File: config.mk
export PLATFORM = sky130hd
export DESIGN_NAME = base64url_encoder
export DESIGN_NICKNAME = d
export VERILOG_FILES = /design/src/rtl/core/b64u_pkg.sv /design/src/rtl/core/base64url_encoder.sv
export SDC_FILE = /design/constraint.sdc
export NUM_CORES = 1
export LEC_CHECK = 0
export ABC_CLOCK_PERIOD_IN_PS = 3000
export BUFFER_PORTS_ARGS = -buffer_cell sky130_fd_sc_hd__buf_2
export CAP_MARGIN = 0
export CORE_MARGIN = 4
export CORE_UTILIZATION = 40
export CTS_CLUSTER_DIAMETER = 200
export DETAILED_ROUTE_END_ITERATION = 10
export GPL_TIMING_DRIVEN = 0
export PLACE_DENSITY = 0.59
export SYNTH_ARGS = -nofsm -noshare
export SYNTH_HDL_FRONTEND = slang
export SYNTH_SLANG_ARGS = --single-unit
File: constraint.sdc
create_clock -name clk -period 3 [get_ports clk]
set_input_delay 0.15 -clock clk [delete_from_list [all_inputs] [get_ports clk]]
set_output_delay 0.15 -clock clk [all_outputs]
set_load 0.005 [all_outputs]
File: src/rtl/core/b64u_pkg.sv
// Shared types, phase codes and the base64url alphabet for the encoder.
package b64u_pkg;

  typedef struct packed {
    logic [7:0] raw_byte;
    logic       last_byte;
  } in_item_t;

  typedef struct packed {
    logic [6:0] out_char;
    logic       out_last;
  } out_item_t;

  // Position of the next byte within its group of three.
  localparam logic [1:0] PH_FIRST  = 2'd0;
  localparam logic [1:0] PH_SECOND = 2'd1;
  localparam logic [1:0] PH_THIRD  = 2'd2;

  localparam logic [6:0] ASCII_UPPER_A = 7'h41;
  localparam logic [6:0] ASCII_LOWER_A = 7'h61;
  localparam logic [6:0] ASCII_ZERO    = 7'h30;
  localparam logic [6:0] ASCII_DASH    = 7'h2D;
  localparam logic [6:0] ASCII_UNDER   = 7'h5F;

  localparam logic [5:0] IDX_LOWER = 6'd26;
  localparam logic [5:0] IDX_DIGIT = 6'd52;
  localparam logic [5:0] IDX_DASH  = 6'd62;

  // Maps a 6-bit sextet to its base64url ASCII code.
  function automatic logic [6:0] b64u_char(input logic [5:0] idx);
    logic [6:0] res;
    if (idx < IDX_LOWER) begin
      res = ASCII_UPPER_A + {1'b0, idx};
    end else if (idx < IDX_DIGIT) begin
      res = ASCII_LOWER_A + {1'b0, idx - IDX_LOWER};
    end else if (idx < IDX_DASH) begin
      res = ASCII_ZERO + {1'b0, idx - IDX_DIGIT};
    end else if (idx == IDX_DASH) begin
      res = ASCII_DASH;
    end else begin
      res = ASCII_UNDER;
    end
    return res;
  endfunction

endpackage

File: src/rtl/core/base64url_encoder.sv
// Streaming base64url encoder without padding, one byte in and one character out per transfer.
//
// Usage:
//   The input channel (in_valid/in_ready/in_data) takes one raw byte per
//   transfer together with a flag that marks the last byte of a message.
//   The output channel (out_valid/out_ready/out_data) gives one ASCII
//   character per transfer; the final character of a message has out_last set.
//   A byte yields one or two characters. They are written into a four-entry
//   character queue in the cycle the byte is taken, and are offered from the
//   registered queue behind any characters already waiting.
//   Throughput is set by the output port, which drains one character per
//   cycle while out_ready is high: three bytes give four characters, and a
//   byte that closes a group or a message gives two. in_ready is high while
//   the queue has room for two characters, so bytes keep flowing while
//   results wait. When the receiver stalls the queue fills and in_ready falls;
//   nothing is dropped. Reset empties the queue and returns the group phase
//   and the kept bits to zero, ready for the first byte of a new message.
module base64url_encoder
  import b64u_pkg::*;
(
  input  logic      clk,
  input  logic      rst_n,
  input  logic      in_valid,
  output logic      in_ready,
  input  in_item_t  in_data,
  output logic      out_valid,
  input  logic      out_ready,
  output out_item_t out_data
);

  localparam int unsigned QDEPTH = 4;
  localparam int unsigned PW     = $clog2(QDEPTH);

  out_item_t       queue_r [QDEPTH];
  logic [PW-1:0]   wr_ptr_r, wr_ptr_nxt;
  logic [PW-1:0]   rd_ptr_r, rd_ptr_nxt;
  logic [PW:0]     count_r, count_nxt;
  logic [1:0]      byte_phase_r, byte_phase_nxt;
  logic [5:0]      pending_bits_r, pending_bits_nxt;

  logic            push, pop, two;
  logic [5:0]      idx0, idx1, keep;
  logic            last1;
  logic [1:0]      phase_after;
  logic [PW-1:0]   wr_ptr_inc;

  assign in_ready  = count_r <= (PW+1)'(QDEPTH - 2);
  assign out_valid = count_r != '0;
  assign out_data  = queue_r[rd_ptr_r];
  assign push      = in_valid && in_ready;
  assign pop       = out_valid && out_ready;

  always_comb begin
    idx0        = '0;
    idx1        = '0;
    keep        = '0;
    last1       = in_data.last_byte;
    two         = in_data.last_byte;
    phase_after = PH_FIRST;
    case (byte_phase_r)
      PH_SECOND: begin
        idx0        = pending_bits_r | {2'b00, in_data.raw_byte[7:4]};
        keep        = {in_data.raw_byte[3:0], 2'b00};
        idx1        = keep;
        phase_after = PH_THIRD;
      end
      PH_THIRD: begin
        idx0        = pending_bits_r | {4'b0000, in_data.raw_byte[7:6]};
        idx1        = in_data.raw_byte[5:0];
        keep        = '0;
        two         = 1'b1;
        phase_after = PH_FIRST;
      end
      default: begin
        idx0        = in_data.raw_byte[7:2];
        keep        = {in_data.raw_byte[1:0], 4'b0000};
        idx1        = keep;
        phase_after = PH_SECOND;
      end
    endcase
  end

  assign wr_ptr_inc = wr_ptr_r + PW'(1);

  always_comb begin
    byte_phase_nxt   = byte_phase_r;
    pending_bits_nxt = pending_bits_r;
    wr_ptr_nxt       = wr_ptr_r;
    rd_ptr_nxt       = rd_ptr_r;
    count_nxt        = count_r;
    if (push) begin
      // A last byte always ends the message, so the group state starts over.
      byte_phase_nxt   = in_data.last_byte ? PH_FIRST : phase_after;
      pending_bits_nxt = in_data.last_byte ? '0 : keep;
      wr_ptr_nxt       = two ? wr_ptr_r + PW'(2) : wr_ptr_inc;
    end
    if (pop) begin
      rd_ptr_nxt = rd_ptr_r + PW'(1);
    end
    count_nxt = count_r + (push ? (two ? (PW+1)'(2) : (PW+1)'(1)) : '0)
                        - (pop ? (PW+1)'(1) : '0);
  end

  always_ff @(posedge clk) begin
    if (!rst_n) begin
      byte_phase_r   <= PH_FIRST;
      pending_bits_r <= '0;
      wr_ptr_r       <= '0;
      rd_ptr_r       <= '0;
      count_r        <= '0;
    end else begin
      byte_phase_r   <= byte_phase_nxt;
      pending_bits_r <= pending_bits_nxt;
      wr_ptr_r       <= wr_ptr_nxt;
      rd_ptr_r       <= rd_ptr_nxt;
      count_r        <= count_nxt;
    end
  end

  always_ff @(posedge clk) begin
    if (push) begin
      queue_r[wr_ptr_r] <= '{out_char: b64u_char(idx0), out_last: 1'b0};
      if (two) begin
        queue_r[wr_ptr_inc] <= '{out_char: b64u_char(idx1), out_last: last1};
      end
    end
  end

endmodule

### Word level (Yosys, flattened, before mapping)

Memories as Yosys holds them, arrays and structs flattened. A register that Yosys moved wholly into a read port is not among the register bits.
Cells that the tools add are included.
W data, S select, Z words.

* add/sub/neg operators: 15
* magnitude comparators: 7
* equality and inequality tests: 4
* muxes and demuxes: 29
* bitwise gates (word level): 2
* reduce and logical (&&, ||, !) cells: 3

Operators with widths (count)
* $mux W7: 11
* $pmux W6 S2: 3
* $add A7 B6 Y7 const A: 4
* $lt A6 B6 Y1 const B: 4
* $add A6 B6 Y7 const A: 2
* $eq A6 B6 Y1 const B: 2
* $lt A6 B5 Y1 const B: 2
* $mux W2: 6
* $sub A6 B5 Y6 const B: 2
* $sub A6 B6 Y6 const B: 2
* $mux W1: 7
* $mux W6: 1
* $or A6 B2 Y6: 1
* $or A6 B4 Y6: 1
* $add A2 B1 Y2 const B: 2
* $pmux W2 S2: 1
* $add A3 B2 Y3: 1
* $le A3 B2 Y1 const B: 1
* $reduce_bool A3 Y1: 1
* $sub A3 B1 Y3: 1
* $add A2 B2 Y2 const B: 1
* $eq A2 B1 Y1 const B: 1
* $eq A2 B2 Y1 const B: 1
* $logic_and A1 B1 Y1: 2

* register bits: 15
* memory bits (writable): 32
* input bits: 13
* output and inout bits: 10
* logic and storage cells: 66
* memories kept: 1

Memories
* queue_r: depth 4, bits a word 8, read ports 1, clocked after Yosys merged registers in 1, write ports 2, RTL line base64url_encoder.sv:34 `out_item_t queue_r [QDEPTH];`

### Logic depth before layout (Yosys ltp)

* word-level depth: 9
* gate-level depth with buffers: 15

### Least setup slack after synthesis

OpenSTA, ideal clock, no wires.

* path type: register to register
* start: reg byte_phase_r[0]
* end: mem queue_r[0][6] in the netlist's numbering (data pin)
* arrival: 3.045 ns
* path slack: -0.205 ns
* stages on the path, launching flop included: 16
* buffers on the path: 4
* clock period less this slack: 3.205 ns
* path through: dfxtp_1 inv_1 ha_1 buf_6 buf_2 buf_2 nor2_1 inv_1 ha_1 clkbuf_1 xnor2_1 ha_1 a2111oi_0 a31oi_1 a21o_1 a22oi_1

RTL lines
* start: declaration: RTL line base64url_encoder.sv:38 `logic [1:0] byte_phase_r, byte_phase_nxt;`
* start signal: assignment: RTL line base64url_encoder.sv:112 `byte_phase_r <= byte_phase_nxt;`
* end: declaration: RTL line base64url_encoder.sv:34

==> flow_summary.json <==
{
  "status": "finished with violations",
  "cap_viol_max_count": 0,
  "cpPeakStageDelay_ns": 0.37,
  "port_buffers": 19,
  "dp_hpwl_mm": 7.44,
  "slew_headroom": 0.528,
  "fin_cells": 605,
  "cp_slowest_cell": "a2111oi_4",
  "io_pins": 23,
  "synth_fp_nets": 454,
  "cts_tree": "yes",
  "tightest_slew_ns": 0.707,
  "drive_above_1_share": 0.319,
  "grt_start_max_net_pins": 16,
  "clockBufferDepth": 2,
  "coreArea_mm2": 0.00933,
  "wl_mm": 11.0,
  "yosysWarnings": 0,
  "fin_tns_setup_ns": -0.0258,
  "min_period_ns": 3.01,
  "hold_viol_final": 0,
  "synth-edff-count": 32,
  "ant_nets": 0,
  "nFillCells": 828,
  "drcViolationCount": 0,
  "grt_usage": 0.181,
  "synth_top_area_share": 0.248,
  "worstPathCellList": "inv_2 > ha_4 > buf_8 > buf_8 > buf_8 > nor2_4 > inv_4 > ha_4 > buf_8 > xnor2_1 > ha_1 > a2111oi_4 > a31oi_2 > a21o_4 > a22oi_2",
  "synthesis.area_mm2": 0.00388,
  "root_buffer": "clkbuf_8",
  "fp-row-count": 35,
  "routed_via_density": 5.94,
  "dpl_worst_slack_ns": -0.658,
  "async_reset_ff_frac": 0,
  "die_w_um": 107,
  "gp_congestion": 0.924,
  "insertion_delay_ns": 0.31,
  "drt_iter0_markers": 175,
  "fin_ws_ns": -0.0136,
  "final_max_slew_viol_count": 0,
  "wl_per_cell_um": 18.2,
  "syn_avg_cell_area_um2": 9.38,
  "synth-seq-cells": 47,
  "diodes": 0,
  "leakage_nw": 1.89,
  "syn-instance-count": 414,
  "p_comb_frac": 0.503,
  "clock.fmax_ghz": 0.332,
  "rsz0062_at_grt": "yes",
  "die_h_um": 107,
  "power.total_mw": 2.78,
  "htreeDepth": 2,
  "cp-end-kind": "flip-flop",
  "swShare": 0.376,
  "seq_power_share": 0.326,
  "setup_viol": 2,
  "synthTopCellsByArea": "edfxtp_1 (25%), ha_1 (8.4%), dfxtp_1 (7.7%)",
  "critPathMostFrequentCell": "buf_8",
  "layout.nets": 515,
  "placed_cells": 562,
  "violations": "setup timing",
  "yosysUniqueCellTypes": 73,
  "area_delta_synth_final_pct": 25.9,
  "skew_ns": 0.00699,
  "cp.required_ns": 3.16,
  "power_density_mw_per_mm2": 568,
  "switching_power_mw": 1.04,
  "grt_pass1_vias": 3291,
  "arrival_ns": 3.17,
  "clock_power_share": 0.172,
  "initial_core_util": 0.416,
  "min_path_type": "in -> reg",
  "synth_seq_area_share": 0.325,
  "cts.sinks": 47,
  "first_pass_iters": 4,
  "synth_top_area_cell": "edfxtp_1",
  "ir_worst_vdd_mv": 0.215,
  "cp-start-kind": "flip-flop",
  "cts_hold_buf": 0,
  "ys.flop_type": "edfxtp_1",
  "postLayoutCoreUtil": 0.524,
  "globalRouteOverflowTotal": 0,
  "vias": 3591,
  "grt_pass1_wl_mm": 16.5,
  "dieArea_mm2": 0.0113,
  "clk_pin_slew_worst_paths_ns": 0.09,
  "cts-buffers-inserted": 5,
  "critPathKind": "reg -> reg",
  "antenna_found_initial": 0,
  "finalCritPeriodShare": 1.00,
  "intPower_mw": 1.73,
  "crit_fanout": 7
}
metrics by stage:
step	hold WS, ns	area (um^2)
2_1_floorplan	0.304	3900
3_3_place_gp	0.475	4160
3_5_place_dp	0.480	4160
4_1_cts	0.147	4460
5_1_grt	0.146	4890
6_report	0.150	4890
worst paths after layout:
kind	slack, ns	cells past startpoint	start	endpoint
worst max-delay path	-0.01	15	byte_phase_r[0]	queue_r[0][6]
worst min-delay path	0.15	2	rst_n	byte_phase_r[1]
worst max register to register	-0.01	15	byte_phase_r[0]	queue_r[0][6]
worst min register to register	0.50	2	pending_bits_r[2]	pending_bits_r[2]
final cells by class:
class / count / area [um^2] / area share
Clock buffer: 5 / 68.8 / 0.0141
Multi-Input combinational cell: 322 / 2710 / 0.555
Sequential cell: 47 / 1260 / 0.259
Buffer: 25 / 188 / 0.0384
Timing Repair Buffer: 55 / 375 / 0.0768
Tap cell: 129 / 161 / 0.0330
Clock inverter: 3 / 42.5 / 0.00870
Inverter: 19 / 76.3 / 0.0156
Yosys cell counts, drive strengths merged (2+ instances only):
library cell  number
ha                26
mux4               8
a21boi             6
dfxtp             15
nand2             44
and3               7
nand2b             2
nor2              20
o22ai              6
and4               3
o21ai             22
a41oi              6
clkbuf            13
buf               13
a22oi              8
a31oi             12
mux2i             13
a221oi             2
o31ai              4
a2111oi            4
o21bai             2
xnor2             12
inv               19
a221o              3
nor3              18
o32ai              2
and2              10
o31a               2
or4                2
nor4               3
edfxtp            32
a21oi             15
xor2               3
a21o               2
o211ai             3
nor2b              5
o21a               4
nand3             21
or3                7
timing repair:
item	4_1_cts	5_1_grt
pin swaps	11	21
setup endpoints to repair	28	28
gates resized for setup	38	35
setup buffers	5	31
cells in the final DEF, fill, tap and decap left out, types with 6 or more instances in the layout:
cell type	instances
mux4_2	8
buf_4	35
edfxtp_1	32
a21oi_1	12
inv_1	13
clkbuf_1	11
xnor2_1	12
a22oi_2	6
nor3_1	10
o21ai_0	7
nor2_1	16
and2_1	9
nand2_1	43
dfxtp_1	13
ha_1	18
a21boi_0	6
and3_1	7
mux2i_1	13
o21ai_2	8
buf_2	22
nand3_1	21
or3_1	6
a31oi_1	10
cells by family (layout without fill, tap and decap cells):
group,count (synthesis),in the layout,synth area share
flip-flops,47,47,0.325
adder cells (fa/ha/maj),27,27,0.0889
AO/OA/AOI/OAI,113,113,0.218
XOR/XNOR,16,16,0.0396
AND/OR/NAND/NOR,145,145,0.196
buffers and inverters,45,107,0.0525
multiplexers,21,21,0.0799
state kept, by name (all words and copies together) (netlist names), named ones only:
register,flops
queue_r,32
pending_bits_r,4
count_r,3
byte_phase_r,2
rd_ptr_r,2
wr_ptr_r,2
worst max-delay path, delay by kind of cell, from the launching register on:
| kind | cells | cell delay [ns] |
|---|---|---|
| DFF | 1 | 0.34 |
| buffers and inverters | 6 | 0.64 |
| adders and majority gates | 3 | 0.67 |
| and+or+nand+nor | 1 | 0.16 |
| xor gates and xnor gates | 1 | 0.19 |
| AOI/OAI and AO/OA | 4 | 0.86 |
power groups by stage:
stage / sequential (mW) / combinational [mW] / clock, mW
final: 0.905 / 1.40 / 0.476
after global routing: 0.917 / 1.53 / 0.510
after CTS: 0.906 / 1.26 / 0.483
after detailed placement: 0.921 / 1.19 / 0
after global placement: 0.915 / 1.17 / 0
after floorplan: 0.906 / 0.881 / 0
routing by layer:
layer | wire (um) | track usage | vias to the layer above
met5 | 0 | 0 | -
met4 | 335 | 0.0758 | 0
met3 | 627 | 0.0213 | 27
met2 | 5250 | 0.298 | 152
met1 | 4770 | 0.242 | 1716
li1 | - | - | 1696
Power figures use the tool's default switching activity.
